File: config.mk
export PLATFORM = sky130hd
export DESIGN_NAME = integer_to_ascii_formatter
export DESIGN_NICKNAME = d
export VERILOG_FILES = /design/src/hdl/itfmt_pkg.sv /design/src/hdl/itfmt_dabble.sv /design/src/hdl/integer_to_ascii_formatter.sv
export SDC_FILE = /design/constraint.sdc
export NUM_CORES = 1
export LEC_CHECK = 0
export ABC_AREA = 1
export BUFFER_PORTS_ARGS = -buffer_cell sky130_fd_sc_hd__buf_2
export CAP_MARGIN = 20
export CORE_ASPECT_RATIO = 1.4
export CORE_MARGIN = 2
export CORE_UTILIZATION = 56
export CTS_CLUSTER_SIZE = 20
export DETAILED_ROUTE_END_ITERATION = 16
export PLACE_DENSITY = 0.88
export SETUP_SLACK_MARGIN = 0.1
export SLEW_MARGIN = 20
export SYNTH_ARGS = -nofsm -noshare
export SYNTH_HDL_FRONTEND = slang
export SYNTH_HIERARCHICAL = 1
export SYNTH_SLANG_ARGS = --single-unit
File: constraint.sdc
create_clock -name i_clk -period 4.9 [get_ports i_clk]
set_input_delay 0.49 -clock i_clk [delete_from_list [all_inputs] [get_ports i_clk]]
set_output_delay 0.49 -clock i_clk [all_outputs]
set_load 0.01 [all_outputs]
File: src/hdl/itfmt_pkg.sv
// Shared types, constants and character lookup for the integer-to-ASCII formatter.
`timescale 1ns / 1ps

package itfmt_pkg;

    localparam int C_BIN_W   = 64;
    localparam int C_DIGITS  = 20;
    localparam int C_DIG_W   = 4 * C_DIGITS;
    localparam int C_CNT_W   = 6;

    localparam logic [1:0] C_MODE_DEC   = 2'd0;
    localparam logic [1:0] C_MODE_HEXLO = 2'd1;
    localparam logic [1:0] C_MODE_HEXUP = 2'd2;
    localparam logic [1:0] C_MODE_PTR   = 2'd3;

    localparam logic [7:0] C_CHR_MINUS = 8'h2D;
    localparam logic [7:0] C_CHR_ZERO  = 8'h30;
    localparam logic [7:0] C_CHR_X     = 8'h78;

    typedef struct packed {
        logic [1:0]         mode;
        logic [C_BIN_W-1:0] value;
    } t_in;

    typedef struct packed {
        logic [7:0] character;
        logic       last;
    } t_out;

    // Map one digit to its ASCII code, letters in the chosen case
    function automatic logic [7:0] f_digit_char(input logic [3:0] nib, input logic upper);
        logic [7:0] c;
        begin
            if (nib < 4'd10) begin
                c = C_CHR_ZERO + {4'd0, nib};
            end else if (upper) begin
                c = 8'h41 + {4'd0, nib - 4'd10};
            end else begin
                c = 8'h61 + {4'd0, nib - 4'd10};
            end
            return c;
        end
    endfunction

endpackage

File: src/hdl/itfmt_dabble.sv
// One shift-and-add-3 step of the binary to BCD conversion.
`timescale 1ns / 1ps

module itfmt_dabble (
    input  logic [itfmt_pkg::C_DIG_W-1:0] i_bcd,
    input  logic                          i_bit,
    output logic [itfmt_pkg::C_DIG_W-1:0] o_bcd
);
    import itfmt_pkg::*;

    logic [C_DIG_W-1:0] adj;

    // Add three to every digit of five or more, then shift in the next bit
    always_comb begin
        for (int k = 0; k < C_DIGITS; k++) begin
            if (i_bcd[4*k +: 4] >= 4'd5) begin
                adj[4*k +: 4] = i_bcd[4*k +: 4] + 4'd3;
            end else begin
                adj[4*k +: 4] = i_bcd[4*k +: 4];
            end
        end
    end

    assign o_bcd = {adj[C_DIG_W-2:0], i_bit};

endmodule

File: src/hdl/integer_to_ascii_formatter.sv
// Top level: sequencer that turns a 64-bit value into ASCII text, one character per strobe.
// Decimal mode: accept, convert the magnitude bit by bit to BCD, emit a minus sign if negative,
//   then scan the 20 digit positions, dropping leading zeros.
// Hex modes: accept, emit the two-character prefix in pointer mode, then scan 16 hex positions
//   from 20 slots. One BCD step unit serves the decimal conversion; start is ignored while busy.
// Results leave on o_valid for exactly one cycle each; the receiver cannot stall.
// Synchronous active-low reset returns the sequencer to idle and drops o_valid.
`timescale 1ns / 1ps

module integer_to_ascii_formatter (
    input  logic             i_clk,
    input  logic             i_rst_n,
    input  logic             start,
    output logic             busy,
    input  itfmt_pkg::t_in   i_request,
    output logic             o_valid,
    output itfmt_pkg::t_out  o_result
);
    import itfmt_pkg::*;

    localparam logic [2:0] S_IDLE = 3'd0;
    localparam logic [2:0] S_CONV = 3'd1;
    localparam logic [2:0] S_PFX0 = 3'd2;
    localparam logic [2:0] S_PFX1 = 3'd3;
    localparam logic [2:0] S_DIGS = 3'd4;

    localparam logic [C_CNT_W-1:0] C_CONV_LAST = C_CNT_W'(C_BIN_W - 1);
    localparam logic [C_CNT_W-1:0] C_DIG_LAST  = C_CNT_W'(C_DIGITS - 1);

    logic [2:0]          r_state, n_state;
    logic [C_DIG_W-1:0]  r_dig,   n_dig;
    logic [C_BIN_W-1:0]  r_bin,   n_bin;
    logic [C_CNT_W-1:0]  r_cnt,   n_cnt;
    logic [1:0]          r_mode,  n_mode;
    logic                r_neg,   n_neg;
    logic                r_lead,  n_lead;
    logic                r_valid, n_valid;
    t_out                r_out,   n_out;

    logic [C_DIG_W-1:0]  dab_bcd;
    logic [C_BIN_W-1:0]  mag;
    logic [3:0]          nib;

    itfmt_dabble u_dabble (
        .i_bcd (r_dig),
        .i_bit (r_bin[C_BIN_W-1]),
        .o_bcd (dab_bcd)
    );

    assign busy = (r_state != S_IDLE);
    assign nib  = r_dig[C_DIG_W-1 -: 4];
    assign mag  = i_request.value[C_BIN_W-1] ? (~i_request.value + C_BIN_W'(1))
                                             : i_request.value;

    // Sequence conversion, prefix and digit emission
    always_comb begin
        n_state = r_state;
        n_dig   = r_dig;
        n_bin   = r_bin;
        n_cnt   = r_cnt;
        n_mode  = r_mode;
        n_neg   = r_neg;
        n_lead  = r_lead;
        n_valid = 1'b0;
        n_out   = r_out;
        unique case (r_state)
            S_IDLE: begin
                if (start) begin
                    n_mode = i_request.mode;
                    n_lead = 1'b1;
                    if (i_request.mode == C_MODE_DEC) begin
                        n_neg   = i_request.value[C_BIN_W-1];
                        n_bin   = mag;
                        n_dig   = '0;
                        n_cnt   = C_CONV_LAST;
                        n_state = S_CONV;
                    end else begin
                        n_neg   = 1'b0;
                        n_dig   = {{(C_DIG_W-C_BIN_W){1'b0}}, i_request.value};
                        n_cnt   = C_DIG_LAST;
                        n_state = (i_request.mode == C_MODE_PTR) ? S_PFX0 : S_DIGS;
                    end
                end
            end
            S_CONV: begin
                n_dig = dab_bcd;
                n_bin = {r_bin[C_BIN_W-2:0], 1'b0};
                if (r_cnt == '0) begin
                    n_cnt   = C_DIG_LAST;
                    n_state = r_neg ? S_PFX0 : S_DIGS;
                end else begin
                    n_cnt = r_cnt - C_CNT_W'(1);
                end
            end
            S_PFX0: begin
                n_valid         = 1'b1;
                n_out.character = r_neg ? C_CHR_MINUS : C_CHR_ZERO;
                n_out.last      = 1'b0;
                n_state         = (r_mode == C_MODE_PTR) ? S_PFX1 : S_DIGS;
            end
            S_PFX1: begin
                n_valid         = 1'b1;
                n_out.character = C_CHR_X;
                n_out.last      = 1'b0;
                n_state         = S_DIGS;
            end
            S_DIGS: begin
                // drop leading zeros, but always emit the final digit
                if (!r_lead || nib != 4'd0 || r_cnt == '0) begin
                    n_valid         = 1'b1;
                    n_out.character = f_digit_char(nib, r_mode == C_MODE_HEXUP);
                    n_out.last      = (r_cnt == '0);
                end
                if (nib != 4'd0) begin
                    n_lead = 1'b0;
                end
                n_dig = {r_dig[C_DIG_W-5:0], 4'd0};
                if (r_cnt == '0) begin
                    n_state = S_IDLE;
                end else begin
                    n_cnt = r_cnt - C_CNT_W'(1);
                end
            end
            default: begin
                n_state = S_IDLE;
            end
        endcase
    end

    // Register control state; reset returns it to idle and clears o_valid
    always_ff @(posedge i_clk) begin
        if (!i_rst_n) begin
            r_state <= S_IDLE;
            r_valid <= 1'b0;
        end else begin
            r_state <= n_state;
            r_valid <= n_valid;
        end
    end

    // Advance the datapath
    always_ff @(posedge i_clk) begin
        r_dig  <= n_dig;
        r_bin  <= n_bin;
        r_cnt  <= n_cnt;
        r_mode <= n_mode;
        r_neg  <= n_neg;
        r_lead <= n_lead;
        r_out  <= n_out;
    end

    assign o_valid  = r_valid;
    assign o_result = r_out;

endmodule

==> results of run 1 <==
[through the flow]
stage	hold slack [ns]	cells
finish	0.259	2049
global route	0.265	2049
CTS	0.252	2049
detailed placement	0.515	2017
global placement	0.507	2016
floorplan	0.495	1684
[routing by layer]
layer | share of wire (%) | routed length (microns) | vias to the layer above
li1 | - | - | 5707
met1 | 36 | 12600 | 5604
met2 | 50 | 17500 | 643
met3 | 7.1 | 2500 | 174
met4 | 7.1 | 2490 | 2
met5 | 0.046 | 16 | -
[state kept, by name, indices dropped and copies added, names as in the netlist]
| name | cells |
|---|---|
| r_dig | 80 |
| r_bin | 64 |
| o_result | 8 |
| r_cnt | 6 |
| r_state | 3 |
| r_mode | 2 |
| o_valid | 1 |
| r_lead | 1 |
| r_neg | 1 |
[cell usage in the layout (no fill, tap or decap), types with 17 or more instances in the layout]
| cell | instances |
|---|---|
| sky130_fd_sc_hd__a21oi_1 | 56 |
| sky130_fd_sc_hd__buf_2 | 78 |
| sky130_fd_sc_hd__clkbuf_16 | 17 |
| sky130_fd_sc_hd__edfxtp_1 | 162 |
| sky130_fd_sc_hd__ha_1 | 48 |
| sky130_fd_sc_hd__inv_1 | 169 |
| sky130_fd_sc_hd__inv_2 | 32 |
| sky130_fd_sc_hd__nand2_1 | 503 |
| sky130_fd_sc_hd__nand3_1 | 103 |
| sky130_fd_sc_hd__nor2_1 | 178 |
| sky130_fd_sc_hd__o211ai_2 | 30 |
| sky130_fd_sc_hd__o21ai_0 | 82 |
| sky130_fd_sc_hd__o21ai_1 | 25 |
| sky130_fd_sc_hd__o21ai_2 | 22 |
| sky130_fd_sc_hd__or2_2 | 26 |
[synth_stat cells (3+ instances only)]
| master | n |
|---|---|
| sky130_fd_sc_hd__or2_1 | 7 |
| sky130_fd_sc_hd__o22ai_1 | 8 |
| sky130_fd_sc_hd__nand4_1 | 14 |
| sky130_fd_sc_hd__clkbuf_1 | 4 |
| sky130_fd_sc_hd__xor2_1 | 9 |
| sky130_fd_sc_hd__nand2_4 | 5 |
| sky130_fd_sc_hd__o21ai_2 | 22 |
| sky130_fd_sc_hd__a21oi_1 | 57 |
| sky130_fd_sc_hd__nand3_2 | 4 |
| sky130_fd_sc_hd__nor2_2 | 11 |
| sky130_fd_sc_hd__or2_2 | 26 |
| sky130_fd_sc_hd__ha_1 | 48 |
| sky130_fd_sc_hd__edfxtp_1 | 162 |
| sky130_fd_sc_hd__o211ai_2 | 30 |
| sky130_fd_sc_hd__o311ai_1 | 16 |
| sky130_fd_sc_hd__clkinv_1 | 4 |
| sky130_fd_sc_hd__or2_0 | 3 |
| sky130_fd_sc_hd__buf_2 | 29 |
| sky130_fd_sc_hd__inv_2 | 32 |
| sky130_fd_sc_hd__nor2_4 | 16 |
| sky130_fd_sc_hd__xnor2_1 | 4 |
| sky130_fd_sc_hd__a21oi_2 | 5 |
| sky130_fd_sc_hd__o21ai_1 | 25 |
| sky130_fd_sc_hd__a22o_1 | 16 |
| sky130_fd_sc_hd__nor3_1 | 5 |
| sky130_fd_sc_hd__nand3_1 | 103 |
| sky130_fd_sc_hd__nand2_2 | 11 |
| sky130_fd_sc_hd__buf_6 | 9 |
| sky130_fd_sc_hd__nand2_1 | 503 |
| sky130_fd_sc_hd__nand3b_1 | 8 |
| sky130_fd_sc_hd__a31oi_1 | 4 |
| sky130_fd_sc_hd__inv_4 | 3 |
| sky130_fd_sc_hd__inv_1 | 170 |
| sky130_fd_sc_hd__buf_4 | 12 |
| sky130_fd_sc_hd__o211ai_1 | 14 |
| sky130_fd_sc_hd__o21ai_0 | 82 |
| sky130_fd_sc_hd__nor2_8 | 3 |
| sky130_fd_sc_hd__nor2_1 | 178 |
| sky130_fd_sc_hd__a32o_1 | 3 |
| sky130_fd_sc_hd__dfxtp_1 | 4 |
[power groups by stage]
stage | Combinational (mW) | Sequential, mW | Clock [mW]
global route | 4.46 | 3.22 | 1.45
finish | 4.00 | 3.14 | 1.40
detailed placement | 3.91 | 3.14 | 0
CTS | 3.95 | 3.13 | 1.39
floorplan | 3.13 | 3.01 | 0
global placement | 3.68 | 3.12 | 0
[kinds of logic (layout without fill, tap and decap cells)]
family	after synthesis	count (layout)	share of synthesized area [%]
mux	1	1	0.0781
simple gates	902	902	31.1
other cells	1	1	0.0293
flops	166	166	38.6
buf+inv	265	329	9.03
fa+ha+maj	48	48	4.69
compound gates	288	288	15.5
xor+xnor	13	13	0.889
[critical path, cell delays in order, from the launching register on]
cell                      delay, ns
sky130_fd_sc_hd__dfxtp_1       0.44
sky130_fd_sc_hd__nand3_4       0.33
sky130_fd_sc_hd__inv_4         0.60
sky130_fd_sc_hd__buf_4         0.85
sky130_fd_sc_hd__or2_2         0.24
sky130_fd_sc_hd__inv_1         0.04
sky130_fd_sc_hd__nand4_1       0.08
sky130_fd_sc_hd__nand2_1       0.07
sky130_fd_sc_hd__nor2_1        0.12
[cell type report]
type	count	area share [%]
repair buffers	87	3.38
flip-flops and latches	166	35.5
clock buffers	17	3.06
clock inverters	15	1.24
well taps	301	2.71
multi-input cells	1253	48.3
inverters	210	5.76
[worst paths after layout]
path | cells after the start | slack (ns) | to
min | 1 | 0.26 | r_mode[1]$_DFFE_PP_
max | 8 | 1.92 | r_bin[42]$_DFFE_PP_
min reg2reg | 2 | 0.53 | r_bin[47]$_DFFE_PP_
max reg2reg | 8 | 1.92 | r_bin[42]$_DFFE_PP_
==> impl_summary.log, run 1 <==
INFO  metric grt.busiest_layer = met2
INFO  metric antennaDiodeCount = 0
INFO  metric timing.final.max_slew_violations = 0
INFO  metric timing.final.ws_setup = 1.92 ns
INFO  metric tightestPinTransition = just under 1 ns
INFO  metric post_cts_resize_count = 0
INFO  metric initial_core_utilization = between 50% and 60%
INFO  metric clkTransAtPathRegs = around 0.07 ns
INFO  metric share_comb_of_total_power = about 47%
INFO  metric cts-root-buf = sky130_fd_sc_hd__clkbuf_16
INFO  metric layout_worst_path_cycle_share = approximately three fifths
INFO  metric synthesis.area = around 13,000 sq um
INFO  metric power.leakage = a little over 6 nW
INFO  metric grt_max_degree = just over 100
INFO  metric initial_antenna_violation_count = 1
INFO  metric period_minus_slack = slightly below 3 ns
INFO  metric relSlewSlack = between 30% and 40%
INFO  metric fp_rows = 65
INFO  metric chipWidth = between 100 and 150 microns
INFO  metric max_clock_freq = between 0.3 and 0.4 GHz
INFO  metric ys_seq_area_share = between 30% and 40%
INFO  metric min_from = i_request[65]
INFO  metric coreArea = 22,500 sq um
INFO  metric worst_setup_path_start_kind = register
INFO  metric clk_path_buf_depth = 2
INFO  metric io-pin-count = 80
INFO  metric p_sw_share = between 40% and 50%
INFO  metric areaGrowthSynthToFinish = 8.66%
INFO  metric htree_depth = 4
INFO  metric worstSkewPairLatency = around 0.44 ns
INFO  metric syn-mean-instance-area = roughly 7.6 sq um
INFO  metric postSynthNetCount = around 1,800
INFO  metric drc = 0
INFO  metric power.density_cell_area = 614 nW/um^2
INFO  metric ys.flop_type = sky130_fd_sc_hd__edfxtp_1
INFO  metric tritoncts = built
INFO  metric hold_class = in2reg
INFO  metric routed_via_density = about 5.9
INFO  metric netlist_instances = around 1,700
INFO  metric met1_capacity_usage_during_global_routing = between 30% and 40%
INFO  metric clkPwrFrac = about 16%
INFO  metric run_status = completed
INFO  metric design.final.nets = roughly 1,900
INFO  metric library_cell_occupying_the_most_area_in_the_post_synthesis_netlist = sky130_fd_sc_hd__edfxtp_1
INFO  metric share_of_async_settable_or_async_resettable_flops_after_synthesis = 0%
INFO  metric final_instance_area = 13,900 sq um
INFO  metric detail_route.wirelength = between 30,000 and 40,000 microns
INFO  metric finalCoreUtilization = 61.8%
INFO  metric globalRouteMet3Util = under 10%
INFO  metric synth_enable_flop_cells = roughly 160
INFO  metric count_of_max_cap_constraint_violations = 0
INFO  metric placed_area = between 10,000 and 15,000 sq um
INFO  metric irDropWorstVdd = approximately 0.34 mV
INFO  metric timing.critical_path.arrival = between 3 and 4 ns
INFO  metric synth_top_cell_area_share = roughly 38%
INFO  metric gp_congestion = about 1.0
INFO  metric synthTopCellsByArea = sky130_fd_sc_hd__edfxtp_1, sky130_fd_sc_hd__nand2_1, sky130_fd_sc_hd__nor2_1
INFO  metric drive_gt1_share = 16.9%
INFO  metric number_of_register_bits_inferred_by_synthesis = ~170
INFO  metric drt-wirelength-per-cell = roughly 17 microns
INFO  metric critical_path.startpoint = r_state[0]$_SDFFE_PN0P_
INFO  metric timing_worst_setup_path_type = reg2reg
INFO  metric internal-power = roughly 4.6 mW
INFO  metric power.share.sequential = between 30 and 40%
INFO  metric grt_pass1_wl = between 50,000 and 60,000 microns
INFO  metric port_buffers = 78
INFO  metric die_y = 183 microns
INFO  metric finalSetupTns = 0 ns
INFO  metric post-place-ws = approximately 2.0 ns
INFO  metric crit-reg2reg-launch = r_state[0]$_SDFFE_PN0P_
INFO  metric worst_clock_skew = 0.00670 ns
INFO  metric setup_violators_final = 0
INFO  metric switching_power = 3.89 mW
INFO  metric dp_hpwl = 25,300 microns
INFO  metric yosys.cell_types.count = 55
INFO  metric worstPathMaxFanout = 91
INFO  metric overall_die_area = 24,100 sq um
INFO  metric global_routing_usage_summed_across_all_routing_layers = around 29%
INFO  metric drtAntennaViolNets = 0
INFO  metric timing_hold_violations_final = 0
INFO  metric first_global_vias = 11,702
INFO  metric endpoint_kind = register
INFO  metric rsz0062_at_grt = false
INFO  metric layout.area.seq = approximately 5000 sq um
INFO  metric cts_sinks = 166
INFO  metric drtIter0Drc = between 1,000 and 1,500
INFO  metric required_time_at_the_worst_slack_endpoint = between 5 and 6 ns
INFO  metric power = 8.54 mW
INFO  metric cts.repair_timing.setup_buffer_count = 0
INFO  metric routed-via-count = about 12,000
INFO  metric cts_hold_buffers = 0
INFO  metric fill_cells = about 1,900
INFO  metric global_route.usage.met2 = about half
INFO  metric firstDrtPassIters = 6
INFO  metric gr-total-overflow = 0
INFO  metric multiInputGateArea = a little under 7000 sq um
INFO  metric synth-warning-count = 6
INFO  metric cts_made_buffers = 17
Power figures use the tool's default switching activity.
==> inputs of run 2 (changes only) <==
clock period = 2.7 ns   (was 4.9 ns; I/O delays follow)
==> run 2 against run 1 <==
Net effect:
- final area increased by 0.26%
- combinational power increased by 85%
- fmax increased by 31%
- utilization increased by 0.16 points
- flip-flop and latch count unchanged
- clock power increased by 74%
- via count decreased by 0.25%
- worst setup slack got worse by 1.5 ns
- register-to-register slack got worse by 1.5 ns
- sequential power increased by 82%
- critical path type unchanged
- critical endpoint is now r_dig[50]$_DFFE_PP_
- largest cell class unchanged
- highest routed layer is now met4
==> impl_summary.log, run 2 (synthesized netlist as in run 1, its figures left out) <==
INFO  metric chipWidth = 132 microns (unchanged)
INFO  metric drtIter0Drc = 1,550 (+21%)
INFO  metric post_cts_resize_count = 0 (unchanged)
INFO  metric gr-total-overflow = 0 (unchanged)
INFO  metric initial_core_utilization = 56.9% (unchanged)
INFO  metric final_common_cell = sky130_fd_sc_hd__nand2_1
INFO  metric timing_worst_setup_path_type = reg2reg
INFO  metric dp_hpwl = 24,900 microns (-1.7%)
INFO  metric registers.top_by_ff_count = r_dig
INFO  metric hold_class = in2reg
INFO  metric layout_worst_path_cycle_share = 84.6% (+24 points)
INFO  metric drive_gt1_share = 17.1% (+0.24 points)
INFO  metric cts-root-buf = sky130_fd_sc_hd__clkbuf_16
INFO  metric tightestPinTransition = 1.09 ns (+0.109 ns)
INFO  metric layout.area.seq = 4950 sq um (about the same)
INFO  metric antennaDiodeCount = 0 (unchanged)
INFO  metric areaGrowthSynthToFinish = 8.95%
INFO  metric required_time_at_the_worst_slack_endpoint = 2.75 ns (-2.44 ns)
INFO  metric worstSkewPairLatency = 0.44 ns (about the same)
INFO  metric drt-wirelength-per-cell = 17.1 microns (+0.21%)
INFO  metric grt_pass1_wl = 56,500 microns (-0.24%)
INFO  metric irDropWorstVdd = 0.799 mV (+140%)
INFO  metric first_global_vias = 11,469 (-2.0%)
INFO  metric timing.critical_path.arrival = 2.34 ns (-0.94 ns)
INFO  metric worst_setup_path_start_kind = register
INFO  metric finalSetupTns = 0 ns (unchanged)
INFO  metric layout_common_cells = sky130_fd_sc_hd__nand2_1, sky130_fd_sc_hd__nor2_1, sky130_fd_sc_hd__inv_1
INFO  metric cts_made_buffers = 17 (unchanged)
INFO  metric coreArea = 22,500 sq um (unchanged)
INFO  metric initial_antenna_violation_count = 0 (-1)
INFO  metric htree_depth = 4 (unchanged)
INFO  metric setup_violators_final = 0 (unchanged)
INFO  metric period_minus_slack = 2.28 ns (-0.701 ns)
INFO  metric fill_cells = 1,907 (-0.52%)
INFO  metric routed-via-count = 12,100 (-0.25%)
INFO  metric detail_route.wirelength = 35,100 microns (+0.16%)
INFO  metric gp_congestion = 1.05 (+4.8%)
INFO  metric worstPathMaxFanout = 80 (-12%)
INFO  metric port_buffers = 78 (unchanged)
INFO  metric grt_max_degree = 152 (+50%)
INFO  metric drc = 0 (unchanged)
INFO  metric die_y = 183 microns (unchanged)
INFO  metric r2r_slack = 0.42 ns (-1.50 ns)
INFO  metric timing.final.max_slew_violations = 0 (unchanged)
INFO  metric cts.repair_timing.setup_buffer_count = 0 (unchanged)
INFO  metric power.leakage = 6.06 nW (-0.15%)
INFO  metric power.density_cell_area = 1110 nW/um^2 (+81%)
INFO  metric cts_hold_buffers = 0 (unchanged)
INFO  metric clkTransAtPathRegs = 0.07 ns (about the same)
INFO  metric overall_die_area = 24,100 sq um (unchanged)
INFO  metric rsz0062_at_grt = false
INFO  metric timing_hold_violations_final = 0 (unchanged)
INFO  metric clk_path_buf_depth = 2 (unchanged)
INFO  metric endpoint_kind = register
INFO  metric multiInputGateArea = 6740 sq um (+0.24%)
INFO  metric drtAntennaViolNets = 0 (unchanged)
INFO  metric count_of_max_cap_constraint_violations = 0 (unchanged)
INFO  metric design.final.nets = 1,851 (-0.054%)
INFO  metric finalCoreUtilization = 61.9% (+0.16 points)
INFO  metric firstDrtPassIters = 6 (unchanged)
INFO  metric fp_rows = 65 (unchanged)
INFO  metric worst_clock_skew = 0.00887 ns (+0.00217 ns)
INFO  metric largest_register_ff_count = 80 (unchanged)
INFO  metric max_clock_freq = 0.438 GHz (+31%)
INFO  metric io-pin-count = 80 (unchanged)
INFO  metric cts_sinks = 166 (unchanged)
INFO  metric routed_via_density = 5.91 (-0.20%)
INFO  metric run_status = completed
INFO  metric global_routing_usage_summed_across_all_routing_layers = 29.3% (+0.056 points)
INFO  metric relSlewSlack = 27.6% (-7.1 points)
INFO  metric tritoncts = built
==> run 2: cell types whose count changed in the layout (fill, tap and decap cells not counted), sizes merged <==
cell / previous run / this run
buf: 87 / 86
clkinv: 10 / 11
inv: 214 / 210
clkinvlp: 0 / 3
==> run 2: path summary, 6_finish.rpt <==
| kind | end | startpoint | cells past startpoint |
|---|---|---|---|
| worst min-delay path | r_mode[1]$_DFFE_PP_ | i_request[65] | 1 |
| worst min register to register | r_bin[10]$_DFFE_PP_ | r_bin[9]$_DFFE_PP_ | 2 |
| worst max-delay path | r_dig[50]$_DFFE_PP_ | r_state[0]$_SDFFE_PN0P_ | 7 |
| worst max register to register | r_dig[50]$_DFFE_PP_ | r_state[0]$_SDFFE_PN0P_ | 7 |
==> run 2: worst max-delay path: stages (launching register included) <==
cell and delay [ns]:
sky130_fd_sc_hd__dfxtp_1 0.45, sky130_fd_sc_hd__nor2_4 0.09, sky130_fd_sc_hd__nand2_2 0.13, sky130_fd_sc_hd__nor2_2 0.07
sky130_fd_sc_hd__inv_1 0.14, sky130_fd_sc_hd__o21ai_4 0.09, sky130_fd_sc_hd__clkinvlp_4 0.07, sky130_fd_sc_hd__buf_4 0.81
==> run 2: layout make-up <==
cell class | instances | share of cell area [%]
clock inverters | 15 | 1.04
well taps | 301 | 2.70
flip-flops and latches | 166 | 35.4
repair buffers | 86 | 3.68
multi-input cells | 1253 | 48.3
clock buffers | 17 | 3.05
inverters | 210 | 5.76
==> run 2: stage by stage <==
stage | total power, mW | hold WS [ns] | instances | setup slack, ns | instance area, sq um
2_1_floorplan | 11.1 | 0.369 | 1684 | 0.107 | 12800
3_3_place_gp | 12.5 | 0.482 | 2016 | 0.540 | 13400
3_5_place_dp | 12.9 | 0.486 | 2016 | 0.466 | 13400
4_1_cts | 15.4 | 0.0321 | 2048 | 0.439 | 14000
5_1_grt | 16.6 | 0.0327 | 2048 | 0.321 | 14000
6_report | 15.5 | 0.0420 | 2048 | 0.416 | 14000
==> run 2: routing by layer <==
| layer | wire length [microns] | GRT usage [%] |
|---|---|---|
| met5 | 0 | 0 |
| met4 | 2440 | 19.6 |
| met3 | 2670 | 4.12 |
| met2 | 17200 | 51.1 |
| met1 | 12800 | 33.6 |
==> run 2: where the power goes <==
part           switching (mW)  leakage [nW]  total [mW]  internal, mW
Clock                    1.13         0.277        2.43          1.29
Sequential               1.05          1.60        5.70          4.65
Combinational            4.87          4.18        7.38          2.51
